File: src/rtl/core/fcc_pkg.sv
// ----------------------------------------------------------------------------
// fcc_pkg
// Shared types, constants and letter transforms for the file name cipher.
// ----------------------------------------------------------------------------
package fcc_pkg;

  // Buffer depth in bytes and the widths that follow from it.
  localparam int MAX_NAME = 64;
  localparam int CNT_W    = $clog2(MAX_NAME + 1);
  localparam int IDX_W    = $clog2(MAX_NAME);

  localparam int KEY_LEN   = 5;
  localparam int KEY_W     = 3;
  localparam int ALPHA     = 26;
  localparam int HALF_TURN = 13;

  localparam logic [7:0] CHAR_DOT = 8'h2E;
  localparam logic [7:0] CHAR_LA  = 8'h61;
  localparam logic [7:0] CHAR_LZ  = 8'h7A;
  localparam logic [7:0] CHAR_UA  = 8'h41;
  localparam logic [7:0] CHAR_UZ  = 8'h5A;

  typedef enum logic [1:0] {
    MODE_ATBASH  = 2'd0,
    MODE_ATB_VIG = 2'd1,
    MODE_VIG_ATB = 2'd2,
    MODE_ATB_ROT = 2'd3
  } mode_e;

  typedef enum logic [0:0] {
    ST_LOAD = 1'b0,
    ST_EMIT = 1'b1
  } ctrl_state_e;

  typedef struct packed {
    logic [1:0] func;
    logic [7:0] name_byte;
    logic       end_of_name;
  } in_word_t;

  typedef struct packed {
    logic [7:0] out_byte;
    logic       last_out;
    logic       truncated;
  } out_word_t;

  // Controller to datapath.
  typedef struct packed {
    logic load;   // a word is accepted this cycle
    logic emit;   // read out the buffered name
    logic clear;  // name fully delivered, reset the counters
  } dp_cmd_t;

  // Datapath to controller.
  typedef struct packed {
    logic done;   // every byte read out and the pipeline is empty
  } dp_status_t;

  // Letter index of the key SISOP at a key position.
  function automatic logic [4:0] key_shift(input logic [KEY_W-1:0] kidx);
    logic [4:0] k;
    case (kidx)
      3'd0:    k = 5'd18;
      3'd1:    k = 5'd8;
      3'd2:    k = 5'd18;
      3'd3:    k = 5'd14;
      3'd4:    k = 5'd15;
      default: k = 5'd0;
    endcase
    return k;
  endfunction

  // Rotate a letter offset forward by amt, both below the alphabet size.
  function automatic logic [4:0] add_mod(input logic [4:0] x, input logic [4:0] amt);
    logic [5:0] s;
    s = {1'b0, x} + {1'b0, amt};
    if (s >= 6'(ALPHA)) begin
      s = s - 6'(ALPHA);
    end
    return s[4:0];
  endfunction

  // Full transform of one byte; non-letters pass unchanged.
  function automatic logic [7:0] transform(input logic [7:0] c,
                                           input logic [KEY_W-1:0] kidx,
                                           input mode_e mode);
    logic       is_lower;
    logic       is_upper;
    logic [7:0] base;
    logic [7:0] diff;
    logic [4:0] off;
    logic [4:0] mir;
    logic [4:0] k;
    logic [4:0] inv_k;
    logic [4:0] res;
    is_lower = (c >= CHAR_LA) && (c <= CHAR_LZ);
    is_upper = (c >= CHAR_UA) && (c <= CHAR_UZ);
    base     = is_lower ? CHAR_LA : CHAR_UA;
    diff     = c - base;
    off      = diff[4:0];
    mir      = 5'd25 - off;
    k        = key_shift(kidx);
    inv_k    = (k == 5'd0) ? 5'd0 : 5'(ALPHA) - k;
    case (mode)
      MODE_ATBASH:  res = mir;
      MODE_ATB_VIG: res = add_mod(mir, k);
      MODE_VIG_ATB: res = 5'd25 - add_mod(off, inv_k);
      default:      res = add_mod(mir, 5'(HALF_TURN));
    endcase
    if (is_lower || is_upper) begin
      return base + {3'b000, res};
    end
    return c;
  endfunction

endpackage

File: src/rtl/core/fcc_ctrl.sv
// ----------------------------------------------------------------------------
// fcc_ctrl
// Sequencer that alternates between loading a name and reading it out.
// ----------------------------------------------------------------------------
module fcc_ctrl (
  input  logic                clk_i,
  input  logic                rst_ni,
  input  logic                in_valid_i,
  input  logic                end_of_name_i,
  input  fcc_pkg::dp_status_t status_i,
  output fcc_pkg::dp_cmd_t    cmd_o,
  output logic                in_stall_o
);
  import fcc_pkg::*;

  ctrl_state_e state_q, state_d;

  always_ff @(posedge clk_i or negedge rst_ni) begin
    if (!rst_ni) begin
      state_q <= ST_LOAD;
    end else begin
      state_q <= state_d;
    end
  end

  always_comb begin
    state_d    = state_q;
    cmd_o      = '0;
    in_stall_o = 1'b1;
    unique case (state_q)
      ST_LOAD: begin
        in_stall_o = 1'b0;
        cmd_o.load = in_valid_i;
        if (in_valid_i && end_of_name_i) begin
          state_d = ST_EMIT;
        end
      end
      ST_EMIT: begin
        cmd_o.emit = 1'b1;
        if (status_i.done) begin
          cmd_o.clear = 1'b1;
          state_d     = ST_LOAD;
        end
      end
      default: begin
        state_d = ST_LOAD;
      end
    endcase
  end

endmodule

File: src/rtl/core/fcc_dp.sv
// ----------------------------------------------------------------------------
// fcc_dp
// Name buffer, counters, read pipeline and output register.
// ----------------------------------------------------------------------------
module fcc_dp (
  input  logic                clk_i,
  input  logic                rst_ni,
  input  fcc_pkg::dp_cmd_t    cmd_i,
  input  fcc_pkg::in_word_t   in_word_i,
  output fcc_pkg::dp_status_t status_o,
  output logic                out_valid_o,
  input  logic                out_stall_i,
  output fcc_pkg::out_word_t  out_word_o
);
  import fcc_pkg::*;

  logic [7:0]       name_mem [MAX_NAME];
  logic [7:0]       rdata_q;

  logic [CNT_W-1:0] count_q;
  logic [IDX_W-1:0] last_dot_q;
  logic             dot_seen_q;
  mode_e            mode_q;
  logic             overflow_q;

  logic [CNT_W-1:0] rd_ptr_q;
  logic [KEY_W-1:0] key_idx_q;

  logic             s1_valid_q;
  logic [CNT_W-1:0] s1_idx_q;
  logic [KEY_W-1:0] s1_key_q;

  logic             out_valid_q;
  out_word_t        out_word_q;

  logic             wr_en;
  logic             issue;
  logic             adv2;
  logic [CNT_W-1:0] limit;
  out_word_t        s1_word;

  assign wr_en = cmd_i.load && (count_q < CNT_W'(MAX_NAME));
  assign adv2  = !out_valid_q || !out_stall_i;
  assign issue = cmd_i.emit && (rd_ptr_q != count_q) && (!s1_valid_q || adv2);
  assign limit = dot_seen_q ? CNT_W'(last_dot_q) : count_q;

  // Buffer memory: one write port, one registered read port.
  always_ff @(posedge clk_i) begin
    if (wr_en) begin
      name_mem[count_q[IDX_W-1:0]] <= in_word_i.name_byte;
    end
    if (issue) begin
      rdata_q <= name_mem[rd_ptr_q[IDX_W-1:0]];
    end
  end

  always_ff @(posedge clk_i or negedge rst_ni) begin
    if (!rst_ni) begin
      count_q    <= '0;
      last_dot_q <= '0;
      dot_seen_q <= 1'b0;
      mode_q     <= MODE_ATBASH;
      overflow_q <= 1'b0;
      rd_ptr_q   <= '0;
      key_idx_q  <= '0;
    end else if (cmd_i.clear) begin
      count_q    <= '0;
      last_dot_q <= '0;
      dot_seen_q <= 1'b0;
      overflow_q <= 1'b0;
      rd_ptr_q   <= '0;
      key_idx_q  <= '0;
    end else begin
      if (cmd_i.load && (count_q == '0)) begin
        mode_q <= mode_e'(in_word_i.func);
      end
      if (wr_en) begin
        count_q <= count_q + CNT_W'(1);
        if (in_word_i.name_byte == CHAR_DOT) begin
          last_dot_q <= count_q[IDX_W-1:0];
          dot_seen_q <= 1'b1;
        end
      end else if (cmd_i.load) begin
        overflow_q <= 1'b1;
      end
      if (issue) begin
        rd_ptr_q  <= rd_ptr_q + CNT_W'(1);
        key_idx_q <= (key_idx_q == KEY_W'(KEY_LEN - 1)) ? '0 : key_idx_q + KEY_W'(1);
      end
    end
  end

  // Stage one holds the memory read data with its position.
  always_ff @(posedge clk_i or negedge rst_ni) begin
    if (!rst_ni) begin
      s1_valid_q <= 1'b0;
    end else if (!s1_valid_q || adv2) begin
      s1_valid_q <= issue;
    end
  end

  always_ff @(posedge clk_i) begin
    if (issue) begin
      s1_idx_q <= rd_ptr_q;
      s1_key_q <= key_idx_q;
    end
  end

  always_comb begin
    s1_word.out_byte  = (s1_idx_q < limit) ? transform(rdata_q, s1_key_q, mode_q) : rdata_q;
    s1_word.last_out  = ((s1_idx_q + CNT_W'(1)) == count_q);
    s1_word.truncated = overflow_q;
  end

  // Output register.
  always_ff @(posedge clk_i or negedge rst_ni) begin
    if (!rst_ni) begin
      out_valid_q <= 1'b0;
    end else if (adv2) begin
      out_valid_q <= s1_valid_q;
    end
  end

  always_ff @(posedge clk_i) begin
    if (adv2 && s1_valid_q) begin
      out_word_q <= s1_word;
    end
  end

  assign status_o.done = (rd_ptr_q == count_q) && !s1_valid_q && !out_valid_q;
  assign out_valid_o   = out_valid_q;
  assign out_word_o    = out_word_q;

endmodule

File: src/rtl/core/filename_classical_cipher.sv
// After a name's final word is taken, each stored byte passes through the registered buffer
// read (stage one) and the output register. Throughput: one name word is taken per cycle,
// then one word is emitted per cycle while the output is not stalled; the buffer's single
// read port sets the read-out pace. Input stalls after the final word until the name drains.
// Reset is asynchronous and active low; it clears counters, flags and the sequencer, while the
// name buffer is not cleared, since only bytes written for the current name are read.
// ----------------------------------------------------------------------------
// filename_classical_cipher
// Buffers a file name and emits it through Atbash, alone or with a Vigenere or ROT13 step.
// ----------------------------------------------------------------------------
module filename_classical_cipher (
  input  logic               clk_i,
  input  logic               rst_ni,
  input  logic               in_valid_i,
  output logic               in_stall_o,
  input  fcc_pkg::in_word_t  in_word_i,
  output logic               out_valid_o,
  input  logic               out_stall_i,
  output fcc_pkg::out_word_t out_word_o
);
  import fcc_pkg::*;

  // Commands from the sequencer and the drain status back from the datapath.
  dp_cmd_t    cmd;
  dp_status_t status;

  // The sequencer accepts words while loading and, after the word that ends
  // the name, holds the input stalled while the datapath reads the buffer out.
  fcc_ctrl u_ctrl (
    .clk_i         (clk_i),
    .rst_ni        (rst_ni),
    .in_valid_i    (in_valid_i),
    .end_of_name_i (in_word_i.end_of_name),
    .status_i      (status),
    .cmd_o         (cmd),
    .in_stall_o    (in_stall_o)
  );

  // The datapath stores the name, tracks the last dot and the overflow, and
  // pushes each stored byte through a read stage and the output register.
  // Bytes before the last dot, or all bytes if there is no dot, are transformed; the rest pass unchanged.
  fcc_dp u_dp (
    .clk_i       (clk_i),
    .rst_ni      (rst_ni),
    .cmd_i       (cmd),
    .in_word_i   (in_word_i),
    .status_o    (status),
    .out_valid_o (out_valid_o),
    .out_stall_i (out_stall_i),
    .out_word_o  (out_word_o)
  );

endmodule
File: config.mk
export PLATFORM = sky130hd
export DESIGN_NAME = filename_classical_cipher
export DESIGN_NICKNAME = d
export VERILOG_FILES = /design/src/rtl/core/fcc_pkg.sv /design/src/rtl/core/fcc_ctrl.sv /design/src/rtl/core/fcc_dp.sv /design/src/rtl/core/filename_classical_cipher.sv
export SDC_FILE = /design/constraint.sdc
export NUM_CORES = 1
export LEC_CHECK = 0
export ABC_AREA = 1
export BUFFER_PORTS_ARGS = -buffer_cell sky130_fd_sc_hd__buf_4
export CORE_UTILIZATION = 23
export CTS_CLUSTER_DIAMETER = 80
export DETAILED_ROUTE_END_ITERATION = 10
export SLEW_MARGIN = 5
export SYNTH_ARGS = -nofsm -noshare
export SYNTH_HDL_FRONTEND = slang
export SYNTH_HIERARCHICAL = 1
export SYNTH_SLANG_ARGS = --single-unit
File: constraint.sdc
create_clock -name clk_i -period 3.6 [get_ports clk_i]
set_input_delay 0.36 -clock clk_i [delete_from_list [all_inputs] [get_ports clk_i]]
set_output_delay 0.36 -clock clk_i [all_outputs]
set_load 0.01 [all_outputs]
==> impl_metrics.prom, run 1 <==
# TYPE chip_impl_metric gauge
chip_impl_info{name="synth_ff_type",value="sky130_fd_sc_hd__edfxtp_1"} 1
chip_impl_metric{name="synth.yosys.seq_area_share",unit="%"} 69.7
chip_impl_info{name="netlist.top_cell.by_area",value="sky130_fd_sc_hd__edfxtp_1"} 1
chip_impl_metric{name="timing_max_transition_violations_final",unit=""} 0
chip_impl_metric{name="synth.net_count",unit=""} 2100
chip_impl_metric{name="final.min_clock_period",unit="ps"} 3600
chip_impl_metric{name="ff2ff_path_depth",unit=""} 28
chip_impl_metric{name="clock_insertion_delay_worst_skew",unit="ps"} 640
chip_impl_info{name="rsz0062_at_grt",value="yes"} 1
chip_impl_metric{name="synth_register_bits",unit=""} 570
chip_impl_metric{name="fin_worst_skew",unit="ps"} 49.0
chip_impl_metric{name="hold_viol",unit=""} 0
chip_impl_metric{name="critPathBufInv",unit=""} 6
chip_impl_info{name="synth_top_cells_by_count",value="sky130_fd_sc_hd__edfxtp_1, sky130_fd_sc_hd__nor2_1, sky130_fd_sc_hd__o21ai_0"} 1
chip_impl_metric{name="gr-usage-all-layers",unit="%"} 12.1
chip_impl_info{name="endpoint_kind",value="flip-flop"} 1
chip_impl_metric{name="dieWidth",unit="um"} 327
chip_impl_info{name="crit_path_start_kind",value="flip-flop"} 1
chip_impl_metric{name="highest_clock_rate",unit="GHz"} 0.277
chip_impl_metric{name="tightest_slew",unit="ps"} 982
chip_impl_metric{name="flow.area_growth_from_synthesis",unit="%"} 20.0
chip_impl_metric{name="timing.max_slew.rel_slack",unit="%"} 34.3
chip_impl_metric{name="ctsLongestPathBuffers",unit=""} 3
chip_impl_metric{name="r2r_slack",unit="ps"} -4
chip_impl_metric{name="final_core_util",unit="%"} 28.0
chip_impl_metric{name="power_per_cell_area",unit="nW/um^2"} 915
chip_impl_info{name="tritoncts",value="built"} 1
chip_impl_metric{name="overflow",unit=""} 0
chip_impl_metric{name="detail-route-antenna-nets",unit=""} 0
chip_impl_metric{name="mappedNetlistArea",unit="um^2"} 24300
chip_impl_info{name="run_status",value="finished with violations"} 1
chip_impl_metric{name="synth.top_cell.area_share",unit="%"} 66.6
chip_impl_metric{name="period_share",unit="%"} 100
chip_impl_metric{name="power.leakage",unit="nW"} 9.83
chip_impl_metric{name="clkTransAtPathRegs",unit="ps"} 60
chip_impl_metric{name="grt_pass1_vias",unit=""} 15889
chip_impl_metric{name="initialDrtViolationCount",unit=""} 1538
chip_impl_metric{name="avg_wl_per_cell",unit="um"} 18.5
chip_impl_info{name="most_frequent_cell_on_critical_path",value="sky130_fd_sc_hd__nand2_1"} 1
chip_impl_metric{name="whs_path_depth",unit=""} 3
chip_impl_metric{name="synthesis.instances",unit=""} 2048
chip_impl_metric{name="design.die.area",unit="um^2"} 107000
chip_impl_metric{name="numCtsBuffers",unit=""} 58
chip_impl_info{name="critPathSlowestCell",value="sky130_fd_sc_hd__edfxtp_1"} 1
chip_impl_metric{name="std_cell_rows",unit=""} 118
chip_impl_metric{name="via_count",unit=""} 16664
chip_impl_metric{name="place_congestion",unit=""} 0.854
chip_impl_info{name="cpLargestDelayFamily",value="simple AND/OR/NAND/NOR gates"} 1
chip_impl_metric{name="hold_ws",unit="ps"} 21.8
chip_impl_metric{name="post_route_cells_drive_above_1_share",unit="%"} 15.6
chip_impl_metric{name="tns",unit="ps"} -4.44
chip_impl_metric{name="peakVddDrop",unit="V"} 0.000644
chip_impl_info{name="failed_checks",value="negative setup slack"} 1
chip_impl_metric{name="design.core.area",unit="um^2"} 104000
chip_impl_metric{name="die_h",unit="um"} 327
chip_impl_metric{name="numClockSinks",unit=""} 570
chip_impl_info{name="synth.top_cells.by_area",value="sky130_fd_sc_hd__edfxtp_1, sky130_fd_sc_hd__o21ai_0, sky130_fd_sc_hd__nor2_1, sky130_fd_sc_hd__dfrtp_1, sky130_fd_sc_hd__nand2_1"} 1
chip_impl_metric{name="async_flop_share",unit="%"} 5.26
chip_impl_metric{name="slowest_delay",unit="ps"} 380
chip_impl_metric{name="critical_path_at",unit="ps"} 3980
chip_impl_metric{name="synthesis.area_per_instance",unit="um^2"} 11.9
chip_impl_metric{name="setup_ws",unit="ps"} -4.44
chip_impl_metric{name="cts_htree_levels",unit=""} 2
chip_impl_metric{name="worst_ep_required_time",unit="ps"} 3970
chip_impl_metric{name="num_antenna_cells",unit=""} 0
chip_impl_metric{name="synth-edff-count",unit=""} 540
chip_impl_metric{name="port_buffers",unit=""} 26
chip_impl_metric{name="synthesis.yosys.warnings",unit=""} 6
chip_impl_metric{name="post_synth_num_cell_types",unit=""} 48
chip_impl_metric{name="logic_depth_of_the_worst_setup_path_including_buffers",unit=""} 28
chip_impl_metric{name="maxCapViolations",unit=""} 0
chip_impl_metric{name="drt_wl_total",unit="mm"} 66.5
chip_impl_metric{name="number_of_ports_placed_on_the_die_boundary",unit=""} 27
chip_impl_metric{name="crit_fanout",unit=""} 3
chip_impl_metric{name="post-route-drc-count",unit=""} 0
chip_impl_metric{name="finish.net_count",unit=""} 2223
chip_impl_metric{name="place_hpwl",unit="mm"} 41.0
chip_impl_metric{name="firstDrtPassIters",unit=""} 5
chip_impl_metric{name="initial_utilization",unit="%"} 23.3
chip_impl_metric{name="grt_first_pass_wirelength",unit="mm"} 99.4
chip_impl_metric{name="grt_max_degree",unit=""} 91
chip_impl_metric{name="antenna_violations_before_repair",unit=""} 2
chip_impl_info{name="worst_hold_path_type",value="in2reg"} 1
chip_impl_metric{name="timing.final.setup_violations",unit=""} 1
chip_impl_info{name="cts_root_cell",value="sky130_fd_sc_hd__clkbuf_16"} 1
chip_impl_info{name="critical_path_class",value="reg2reg"} 1
chip_impl_metric{name="vias_per_cell",unit=""} 4.64
chip_impl_info{name="post-synth-top-count-cell",value="sky130_fd_sc_hd__edfxtp_1"} 1
[path summary, 6_finish.rpt]
check / startpoint / to
worst max-delay path: u_dp/s1_key_q[0] / u_dp/out_word_o[7]
worst min-delay path: in_word_i[9] / u_dp/mode_q[0]
worst max register to register: u_dp/s1_key_q[0] / u_dp/out_word_o[7]
worst min register to register: u_dp/overflow_q / u_dp/out_word_o[0]
max in group asynchronous: rst_ni / u_dp/rd_ptr_q[1]
min in group asynchronous: rst_ni / u_dp/mode_q[0]
[state kept, by name, indices dropped and copies added, names as in the netlist]
register	flops
u_ctrl/state_q	1
u_dp/count_q	7
u_dp/dot_seen_q	1
u_dp/key_idx_q	3
u_dp/last_dot_q	6
u_dp/mode_q	2
u_dp/name_mem	512
u_dp/out_valid_o	1
u_dp/out_word_o	10
u_dp/overflow_q	1
u_dp/rd_ptr_q	7
u_dp/rdata_q	8
u_dp/s1_idx_q	7
u_dp/s1_key_q	3
u_dp/s1_valid_q	1
[logic make-up (layout without fill, tap and decap cells)]
group,after synthesis,count (layout),synth area share (%)
AO/OA/AOI/OAI,501,501,12.0
XOR/XNOR,24,24,0.864
buffers and inverters,208,374,3.27
flip-flops,570,570,69.7
adder cells (fa/ha/maj),37,37,1.96
AND/OR/NAND/NOR,708,708,12.2
[per-stage QoR]
| stage | total power [mW] | std cells | instance area (um^2) | setup WS (ps) |
|---|---|---|---|---|
| final | 26.7 | 3594 | 29200 | -4.44 |
| after global routing | 28.4 | 3594 | 29200 | -346 |
| after CTS | 26.0 | 3592 | 29000 | -96.5 |
| after detailed placement | 19.6 | 3482 | 27000 | -229 |
| after global placement | 19.5 | 3482 | 27000 | -208 |
| after floorplan | 15.7 | 2048 | 24400 | 58.6 |
[area by class of cell]
class	instances	area, um^2
repair buffers	177	1440
multi-input cells	1270	6800
well taps	1380	1730
clock inverters	35	425
inverters	94	359
flip-flops and latches	570	17000
fillers	10741	75000
clock buffers	68	1490
[power breakdown]
group	switching, mW	internal (mW)
sequential	0.444	7.72
combinational	8.03	4.47
clock	2.57	3.47
[repair_timing]
action,in CTS,in global routing
resized for setup,17,37
pin swaps,25,21
hold buffers,1,0
setup endpoints to repair,6,7
buffers inserted,6,2
hold endpoints to repair,30,0
gates cloned,0,0
[per-layer routing]
metal  GRT usage [%]  share of wire [%]  vias to the layer above
li1                -                  -                     7743
met1            16.4                 43                     8256
met2            19.1                 46                      560
met3            2.45                7.4                      103
met4            4.22                3.3                        2
met5               0              0.017                        -
[cell usage in the layout, fill, tap and decap left out, types with 5 or more instances in the layout]
cell type / n
sky130_fd_sc_hd__o21ai_0: 287
sky130_fd_sc_hd__nor2_4: 5
sky130_fd_sc_hd__inv_1: 78
sky130_fd_sc_hd__inv_2: 9
sky130_fd_sc_hd__buf_4: 167
sky130_fd_sc_hd__nand4_1: 28
sky130_fd_sc_hd__a21oi_1: 26
sky130_fd_sc_hd__xor2_1: 12
sky130_fd_sc_hd__nand2_1: 177
sky130_fd_sc_hd__o211ai_1: 19
sky130_fd_sc_hd__dfrtp_1: 27
sky130_fd_sc_hd__nand3_2: 8
sky130_fd_sc_hd__ha_1: 29
sky130_fd_sc_hd__bufinv_16: 7
sky130_fd_sc_hd__buf_12: 8
sky130_fd_sc_hd__clkbuf_1: 10
sky130_fd_sc_hd__nor2_2: 8
sky130_fd_sc_hd__o221ai_1: 49
sky130_fd_sc_hd__a31oi_1: 9
sky130_fd_sc_hd__clkinv_1: 14
sky130_fd_sc_hd__nor2_1: 360
sky130_fd_sc_hd__nand2_2: 25
sky130_fd_sc_hd__xnor2_1: 11
sky130_fd_sc_hd__clkinvlp_4: 7
sky130_fd_sc_hd__ha_4: 5
sky130_fd_sc_hd__nand3_1: 78
sky130_fd_sc_hd__nor3_1: 5
sky130_fd_sc_hd__clkbuf_16: 58
sky130_fd_sc_hd__edfxtp_1: 540
sky130_fd_sc_hd__clkinv_2: 8
sky130_fd_sc_hd__o22ai_1: 86
[worst register-to-register path: cells and delay by family (launching register included)]
| kind | cells | cell delay, ps |
|---|---|---|
| simple gates | 16 | 1250 |
| fa+ha+maj | 4 | 900 |
| buf+inv | 6 | 440 |
| flops | 1 | 380 |
| compound gates | 1 | 230 |
| xor+xnor | 1 | 150 |
Power figures use the tool's default switching activity.
==> run 2: changes to the inputs <==
Settings changed: SLEW_MARGIN 5 to 20.
Clock period 3.6 ns to 3.75 ns, I/O delays scaled along.
==> impl_metrics.prom, run 2 (synthesis results as in run 1) <==
# TYPE chip_impl_metric gauge
chip_impl_info{name="run_status",value="completed"} 1
chip_impl_metric{name="placed_cells_incl_taps",unit=""} 3477
chip_impl_metric{name="place_congestion",unit=""} 0.915
chip_impl_metric{name="tns",unit="ps"} 0
chip_impl_metric{name="place_hpwl",unit="mm"} 39.2
chip_impl_info{name="holdPathEnd",value="u_dp/mode_q[0]"} 1
chip_impl_metric{name="setup_ws",unit="ps"} 86.7
chip_impl_metric{name="slowest_delay",unit="ps"} 390
chip_impl_metric{name="final.min_clock_period",unit="ps"} 3660
chip_impl_metric{name="largest_register_ffs",unit=""} 512
chip_impl_metric{name="detail-route-antenna-nets",unit=""} 0
chip_impl_metric{name="timing.max_slew.rel_slack",unit="%"} 30.8
chip_impl_metric{name="die_h",unit="um"} 327
chip_impl_metric{name="numCtsBuffers",unit=""} 53
chip_impl_metric{name="period_share",unit="%"} 97.7
chip_impl_metric{name="tightest_slew",unit="ps"} 1040
chip_impl_info{name="critPathSlowestCell",value="sky130_fd_sc_hd__edfxtp_1"} 1
chip_impl_metric{name="power.leakage",unit="nW"} 9.76
chip_impl_metric{name="port_buffers",unit=""} 26
chip_impl_metric{name="flow.area_growth_from_synthesis",unit="%"} 19.4
chip_impl_metric{name="design.die.area",unit="um^2"} 107000
chip_impl_metric{name="antenna_violations_before_repair",unit=""} 1
chip_impl_info{name="worst_hold_path_type",value="in2reg"} 1
chip_impl_metric{name="initialDrtViolationCount",unit=""} 1678
chip_impl_metric{name="highest_clock_rate",unit="GHz"} 0.273
chip_impl_metric{name="vias_per_cell",unit=""} 4.62
chip_impl_metric{name="gr-usage-all-layers",unit="%"} 11.9
chip_impl_metric{name="post-route-drc-count",unit=""} 0
chip_impl_info{name="rr_startpoint",value="u_dp/s1_key_q[1]"} 1
chip_impl_metric{name="overflow",unit=""} 0
chip_impl_metric{name="whs_path_depth",unit=""} 3
chip_impl_metric{name="firstDrtPassIters",unit=""} 5
chip_impl_info{name="min_from",value="in_word_i[9]"} 1
chip_impl_metric{name="power_per_cell_area",unit="nW/um^2"} 870
chip_impl_metric{name="crit_fanout",unit=""} 5
chip_impl_metric{name="grt_first_pass_wirelength",unit="mm"} 98.0
chip_impl_info{name="most_frequent_standard_cell_in_the_layout_excluding_fill_and_tap_cells",value="sky130_fd_sc_hd__edfxtp_1"} 1
chip_impl_metric{name="finish.net_count",unit=""} 2213
chip_impl_metric{name="worst_setup_timing_slack_at_the_placement_stage",unit="ps"} -119
chip_impl_metric{name="peakVddDrop",unit="V"} 0.000782
chip_impl_metric{name="number_of_ports_placed_on_the_die_boundary",unit=""} 27
chip_impl_metric{name="maxCapViolations",unit=""} 0
chip_impl_metric{name="grt_pass1_vias",unit=""} 15530
chip_impl_metric{name="clock_insertion_delay_worst_skew",unit="ps"} 640
chip_impl_info{name="rsz0062_at_grt",value="yes"} 1
chip_impl_info{name="endpoint_kind",value="flip-flop"} 1
chip_impl_metric{name="grt_max_degree",unit=""} 162
chip_impl_info{name="most_frequent_cell_on_critical_path",value="sky130_fd_sc_hd__nand2_1"} 1
chip_impl_metric{name="fin_worst_skew",unit="ps"} 38.1
chip_impl_metric{name="r2r_slack",unit="ps"} 90
chip_impl_metric{name="numClockSinks",unit=""} 570
chip_impl_info{name="highest_count_cells_in_the_layout_ignoring_fill_and_taps",value="sky130_fd_sc_hd__edfxtp_1, sky130_fd_sc_hd__nor2_1, sky130_fd_sc_hd__o21ai_0"} 1
chip_impl_info{name="cts_root_cell",value="sky130_fd_sc_hd__clkbuf_16"} 1
chip_impl_metric{name="critical_path_at",unit="ps"} 4030
chip_impl_metric{name="drt_wl_total",unit="mm"} 65.1
chip_impl_metric{name="ctsLongestPathBuffers",unit=""} 3
chip_impl_metric{name="clkTransAtPathRegs",unit="ps"} 70
chip_impl_metric{name="final-instance-count-excl-fill",unit=""} 3584
chip_impl_metric{name="initial_utilization",unit="%"} 23.3
chip_impl_metric{name="worst_ep_required_time",unit="ps"} 4120
chip_impl_metric{name="cts_htree_levels",unit=""} 2
chip_impl_info{name="crit_path_start_kind",value="flip-flop"} 1
chip_impl_metric{name="avg_wl_per_cell",unit="um"} 18.2
chip_impl_metric{name="post_route_cells_drive_above_1_share",unit="%"} 15.0
chip_impl_metric{name="timing_max_transition_violations_final",unit=""} 0
chip_impl_metric{name="design.core.area",unit="um^2"} 104000
chip_impl_info{name="critical_path_class",value="reg2reg"} 1
chip_impl_info{name="regToRegEndpoint",value="u_dp/out_word_o[7]"} 1
chip_impl_info{name="tritoncts",value="built"} 1
chip_impl_metric{name="timing.final.setup_violations",unit=""} 0
chip_impl_metric{name="dieWidth",unit="um"} 327
chip_impl_metric{name="std_cell_rows",unit=""} 118
chip_impl_metric{name="via_count",unit=""} 16548
chip_impl_metric{name="hold_viol",unit=""} 0
chip_impl_metric{name="ff2ff_path_depth",unit=""} 27
==> run 2: repair_timing <==
| action | in CTS | in global routing |
|---|---|---|
| hold endpoints to repair | 33 | 0 |
| hold buffers | 5 | 0 |
| buffers inserted | 1 | 3 |
| resized for setup | 5 | 46 |
| endpoints found under the setup margin | 5 | 7 |
| pin swaps | 1 | 24 |
==> run 2: worst max path at each step <==
stage / to / from / slack, ps
floorplan: u_dp/out_word_o[8] / u_dp/rdata_q[0] / 80
global placement: u_dp/out_word_o[7] / u_dp/s1_key_q[0] / -40
detailed placement: u_dp/out_word_o[7] / u_dp/s1_key_q[0] / -120
CTS: u_dp/out_word_o[7] / u_dp/s1_key_q[1] / -2
global route: u_dp/out_word_o[7] / u_dp/rdata_q[1] / -170
finish: u_dp/out_word_o[7] / u_dp/s1_key_q[1] / 90
==> run 2: power breakdown <==
group / internal (mW) / leakage (nW) / switching [mW]
sequential: 7.41 / 5.25 / 0.402
clock: 3.31 / 0.892 / 2.44
combinational: 4.10 / 3.62 / 7.62
total: 14.8 / 9.76 / 10.5
==> run 2: area by class of cell <==
class                   count  area [um^2]
inverters                  94          359
fillers                 10774        75200
multi-input cells        1270         6770
diodes                      1         2.50
clock buffers              64         1410
flip-flops and latches    570        17000
clock inverters            33          440
well taps                1380         1730
repair buffers            172         1370
==> run 2: stage by stage <==
step	utilization, %	cell area, um^2	power [mW]	hold WS (ps)
floorplan	-	24300	15.1	79.4
global placement	25.8	26900	18.5	362
detailed placement	25.8	26900	18.6	363
CTS	27.7	28800	24.5	10.1
global route	27.9	29100	27.0	22.5
finish	27.9	29100	25.3	30.9
==> run 2: worst max-delay path, delay by kind of cell (launching register included) <==
family                   cells  cell delay (ps)
AO/OA/AOI/OAI                1              250
flip-flops                   1              390
XOR/XNOR                     1              150
adder cells (fa/ha/maj)      3              800
AND/OR/NAND/NOR             16             1240
buffers and inverters        6              560
==> run 2: per-layer routing <==
layer  routed length [um]  GRT usage [%]
met3                 4640           2.06
met1                30000           17.2
met4                 1510           3.64
met5                   11              0
met2                28900           18.0
==> run 3: changes to the inputs <==
Clock period 3.75 ns to 3.1 ns, I/O delays scaled along.
==> impl_metrics.prom, run 3 (synthesis results as in run 1) <==
# TYPE chip_impl_metric gauge
chip_impl_info{name="run_status",value="finished with violations"} 1
chip_impl_info{name="failed_checks",value="negative setup slack"} 1
chip_impl_metric{name="clkTransAtPathRegs",unit="ps"} 60
chip_impl_metric{name="initialDrtViolationCount",unit=""} 1849
chip_impl_metric{name="gr-usage-all-layers",unit="%"} 12.1
chip_impl_info{name="cts_root_cell",value="sky130_fd_sc_hd__clkbuf_16"} 1
chip_impl_metric{name="hold_ws",unit="ps"} 128
chip_impl_metric{name="largest_register_ffs",unit=""} 512
chip_impl_metric{name="numClockSinks",unit=""} 570
chip_impl_metric{name="final.min_clock_period",unit="ps"} 3700
chip_impl_metric{name="critical_path_at",unit="ps"} 4070
chip_impl_info{name="most_frequent_cell_on_critical_path",value="sky130_fd_sc_hd__nand2_1"} 1
chip_impl_metric{name="peakVddDrop",unit="V"} 0.000817
chip_impl_metric{name="via_count",unit=""} 16797
chip_impl_metric{name="post-route-drc-count",unit=""} 0
chip_impl_info{name="tritoncts",value="built"} 1
chip_impl_metric{name="timing.max_slew.rel_slack",unit="%"} 21.4
chip_impl_metric{name="detail-route-antenna-nets",unit=""} 0
chip_impl_metric{name="crit_fanout",unit=""} 4
chip_impl_metric{name="place_hpwl",unit="mm"} 40.9
chip_impl_metric{name="highest_clock_rate",unit="GHz"} 0.271
chip_impl_metric{name="vias_per_cell",unit=""} 4.61
chip_impl_metric{name="clock_insertion_delay_worst_skew",unit="ps"} 640
chip_impl_metric{name="grt_first_pass_wirelength",unit="mm"} 99.5
chip_impl_metric{name="finish.net_count",unit=""} 2269
chip_impl_metric{name="std_cell_rows",unit=""} 118
chip_impl_metric{name="tns",unit="ps"} -3210
chip_impl_metric{name="grt_max_degree",unit=""} 102
chip_impl_metric{name="antenna_violations_before_repair",unit=""} 4
chip_impl_metric{name="setup_ws",unit="ps"} -595
chip_impl_info{name="worst_hold_path_type",value="in2reg"} 1
chip_impl_info{name="highest_count_cells_in_the_layout_ignoring_fill_and_taps",value="sky130_fd_sc_hd__edfxtp_1, sky130_fd_sc_hd__nor2_1, sky130_fd_sc_hd__o21ai_0"} 1
chip_impl_metric{name="fin_worst_skew",unit="ps"} 28.4
chip_impl_info{name="endpoint_kind",value="flip-flop"} 1
chip_impl_metric{name="placed_cells_incl_taps",unit=""} 3526
chip_impl_metric{name="sequential_cell_area",unit="um^2"} 17000
chip_impl_info{name="crit_path_start_kind",value="flip-flop"} 1
chip_impl_metric{name="firstDrtPassIters",unit=""} 5
chip_impl_metric{name="power.leakage",unit="nW"} 10.1
chip_impl_metric{name="design.die.area",unit="um^2"} 107000
chip_impl_metric{name="ctsLongestPathBuffers",unit=""} 3
chip_impl_metric{name="worst_ep_required_time",unit="ps"} 3470
chip_impl_info{name="critical_path_class",value="reg2reg"} 1
chip_impl_metric{name="post_route_cells_drive_above_1_share",unit="%"} 17.3
chip_impl_metric{name="overflow",unit=""} 0
chip_impl_metric{name="drt_wl_total",unit="mm"} 66.4
chip_impl_metric{name="critPathBufInv",unit=""} 5
chip_impl_metric{name="final-instance-count-excl-fill",unit=""} 3646
chip_impl_metric{name="dieWidth",unit="um"} 327
chip_impl_metric{name="avg_wl_per_cell",unit="um"} 18.2
chip_impl_metric{name="maxCapViolations",unit=""} 0
chip_impl_metric{name="period_share",unit="%"} 119
chip_impl_metric{name="timing_max_transition_violations_final",unit=""} 0
chip_impl_metric{name="grt_pass1_vias",unit=""} 15795
chip_impl_metric{name="port_buffers",unit=""} 26
chip_impl_info{name="rsz0062_at_grt",value="yes"} 1
chip_impl_metric{name="multi_input_comb_area",unit="um^2"} 6810
chip_impl_metric{name="tightest_slew",unit="ps"} 1180
chip_impl_metric{name="die_h",unit="um"} 327
chip_impl_metric{name="slowest_delay",unit="ps"} 410
chip_impl_metric{name="timing.final.setup_violations",unit=""} 7
chip_impl_metric{name="numCtsBuffers",unit=""} 57
chip_impl_metric{name="design.core.area",unit="um^2"} 104000
chip_impl_metric{name="hold_viol",unit=""} 0
chip_impl_metric{name="flow.area_growth_from_synthesis",unit="%"} 22.0
chip_impl_metric{name="initial_utilization",unit="%"} 23.3
chip_impl_metric{name="num_antenna_cells",unit=""} 0
chip_impl_metric{name="cts_htree_levels",unit=""} 2
chip_impl_info{name="most_frequent_standard_cell_in_the_layout_excluding_fill_and_tap_cells",value="sky130_fd_sc_hd__edfxtp_1"} 1
chip_impl_info{name="critPathSlowestCell",value="sky130_fd_sc_hd__edfxtp_1"} 1
chip_impl_metric{name="number_of_ports_placed_on_the_die_boundary",unit=""} 27
chip_impl_metric{name="place_congestion",unit=""} 0.874
chip_impl_info{name="cpLargestDelayFamily",value="simple AND/OR/NAND/NOR gates"} 1
chip_impl_metric{name="power_per_cell_area",unit="nW/um^2"} 1070
chip_impl_metric{name="fillCellCount",unit=""} 10709
[run 3: per-stage QoR]
stage	instance area [um^2]	utilization [%]	setup WS, ps	total power, mW
global placement	27500	26.4	-491	23.7
global route	29700	28.5	-797	33.7
detailed placement	27500	26.4	-558	23.9
CTS	29600	28.4	-508	31.2
finish	29700	28.5	-595	31.7
floorplan	24500	-	-285	18.7
[run 3: per-layer routing]
layer / vias up / global-route usage (%) / wire length (um)
li1: 7837 / - / -
met1: 8222 / 17.3 / 29600
met2: 629 / 18.6 / 29800
met3: 109 / 2.10 / 5130
met4: 0 / 3.84 / 1870
met5: - / 0 / 0
[run 3: final timing paths]
path / cells after the start / end / start / slack, ps
max in group asynchronous: 2 / u_dp/rd_ptr_q[2] / rst_ni / 2580
min: 5 / u_dp/overflow_q / in_valid_i / 130
min in group asynchronous: 2 / u_ctrl/state_q / rst_ni / 160
max reg2reg: 27 / u_dp/out_word_o[7] / u_dp/s1_key_q[0] / -600
max: 27 / u_dp/out_word_o[7] / u_dp/s1_key_q[0] / -600
min reg2reg: 0 / u_dp/out_word_o[0] / u_dp/overflow_q / 500
[run 3: cell type report]
class                           instances  share of cell area [%]
Inverter                               94                    1.23
Timing Repair Buffer                  224                    6.30
Multi-Input combinational cell       1270                    22.9
Clock buffer                           69                    5.03
Clock inverter                         39                    1.48
Sequential cell                       570                    57.2
Tap cell                             1380                    5.82
[run 3: repair_timing]
action | in CTS | in global routing
hold endpoints to repair | 35 | 0
gates cloned | 0 | 0
buffers inserted | 3 | 3
pin swaps | 4 | 27
setup endpoints to repair | 7 | 7
hold buffers | 7 | 0
resized for setup | 6 | 28
[run 3: worst register-to-register path, delay by kind of cell (launching register included)]
kind | cells | cell delay (ps)
compound gates | 1 | 270
buf+inv | 5 | 310
flops | 1 | 410
simple gates | 16 | 1310
xor+xnor | 1 | 190
fa+ha+maj | 4 | 960
[run 3: power breakdown]
| part | leakage [nW] | switching, mW | total (mW) | internal (mW) |
|---|---|---|---|---|
| combinational | 3.91 | 9.51 | 15.2 | 5.74 |
| clock | 0.946 | 3.04 | 7.09 | 4.05 |
| sequential | 5.25 | 0.411 | 9.38 | 8.96 |
| total | 10.1 | 13.0 | 31.7 | 18.8 |
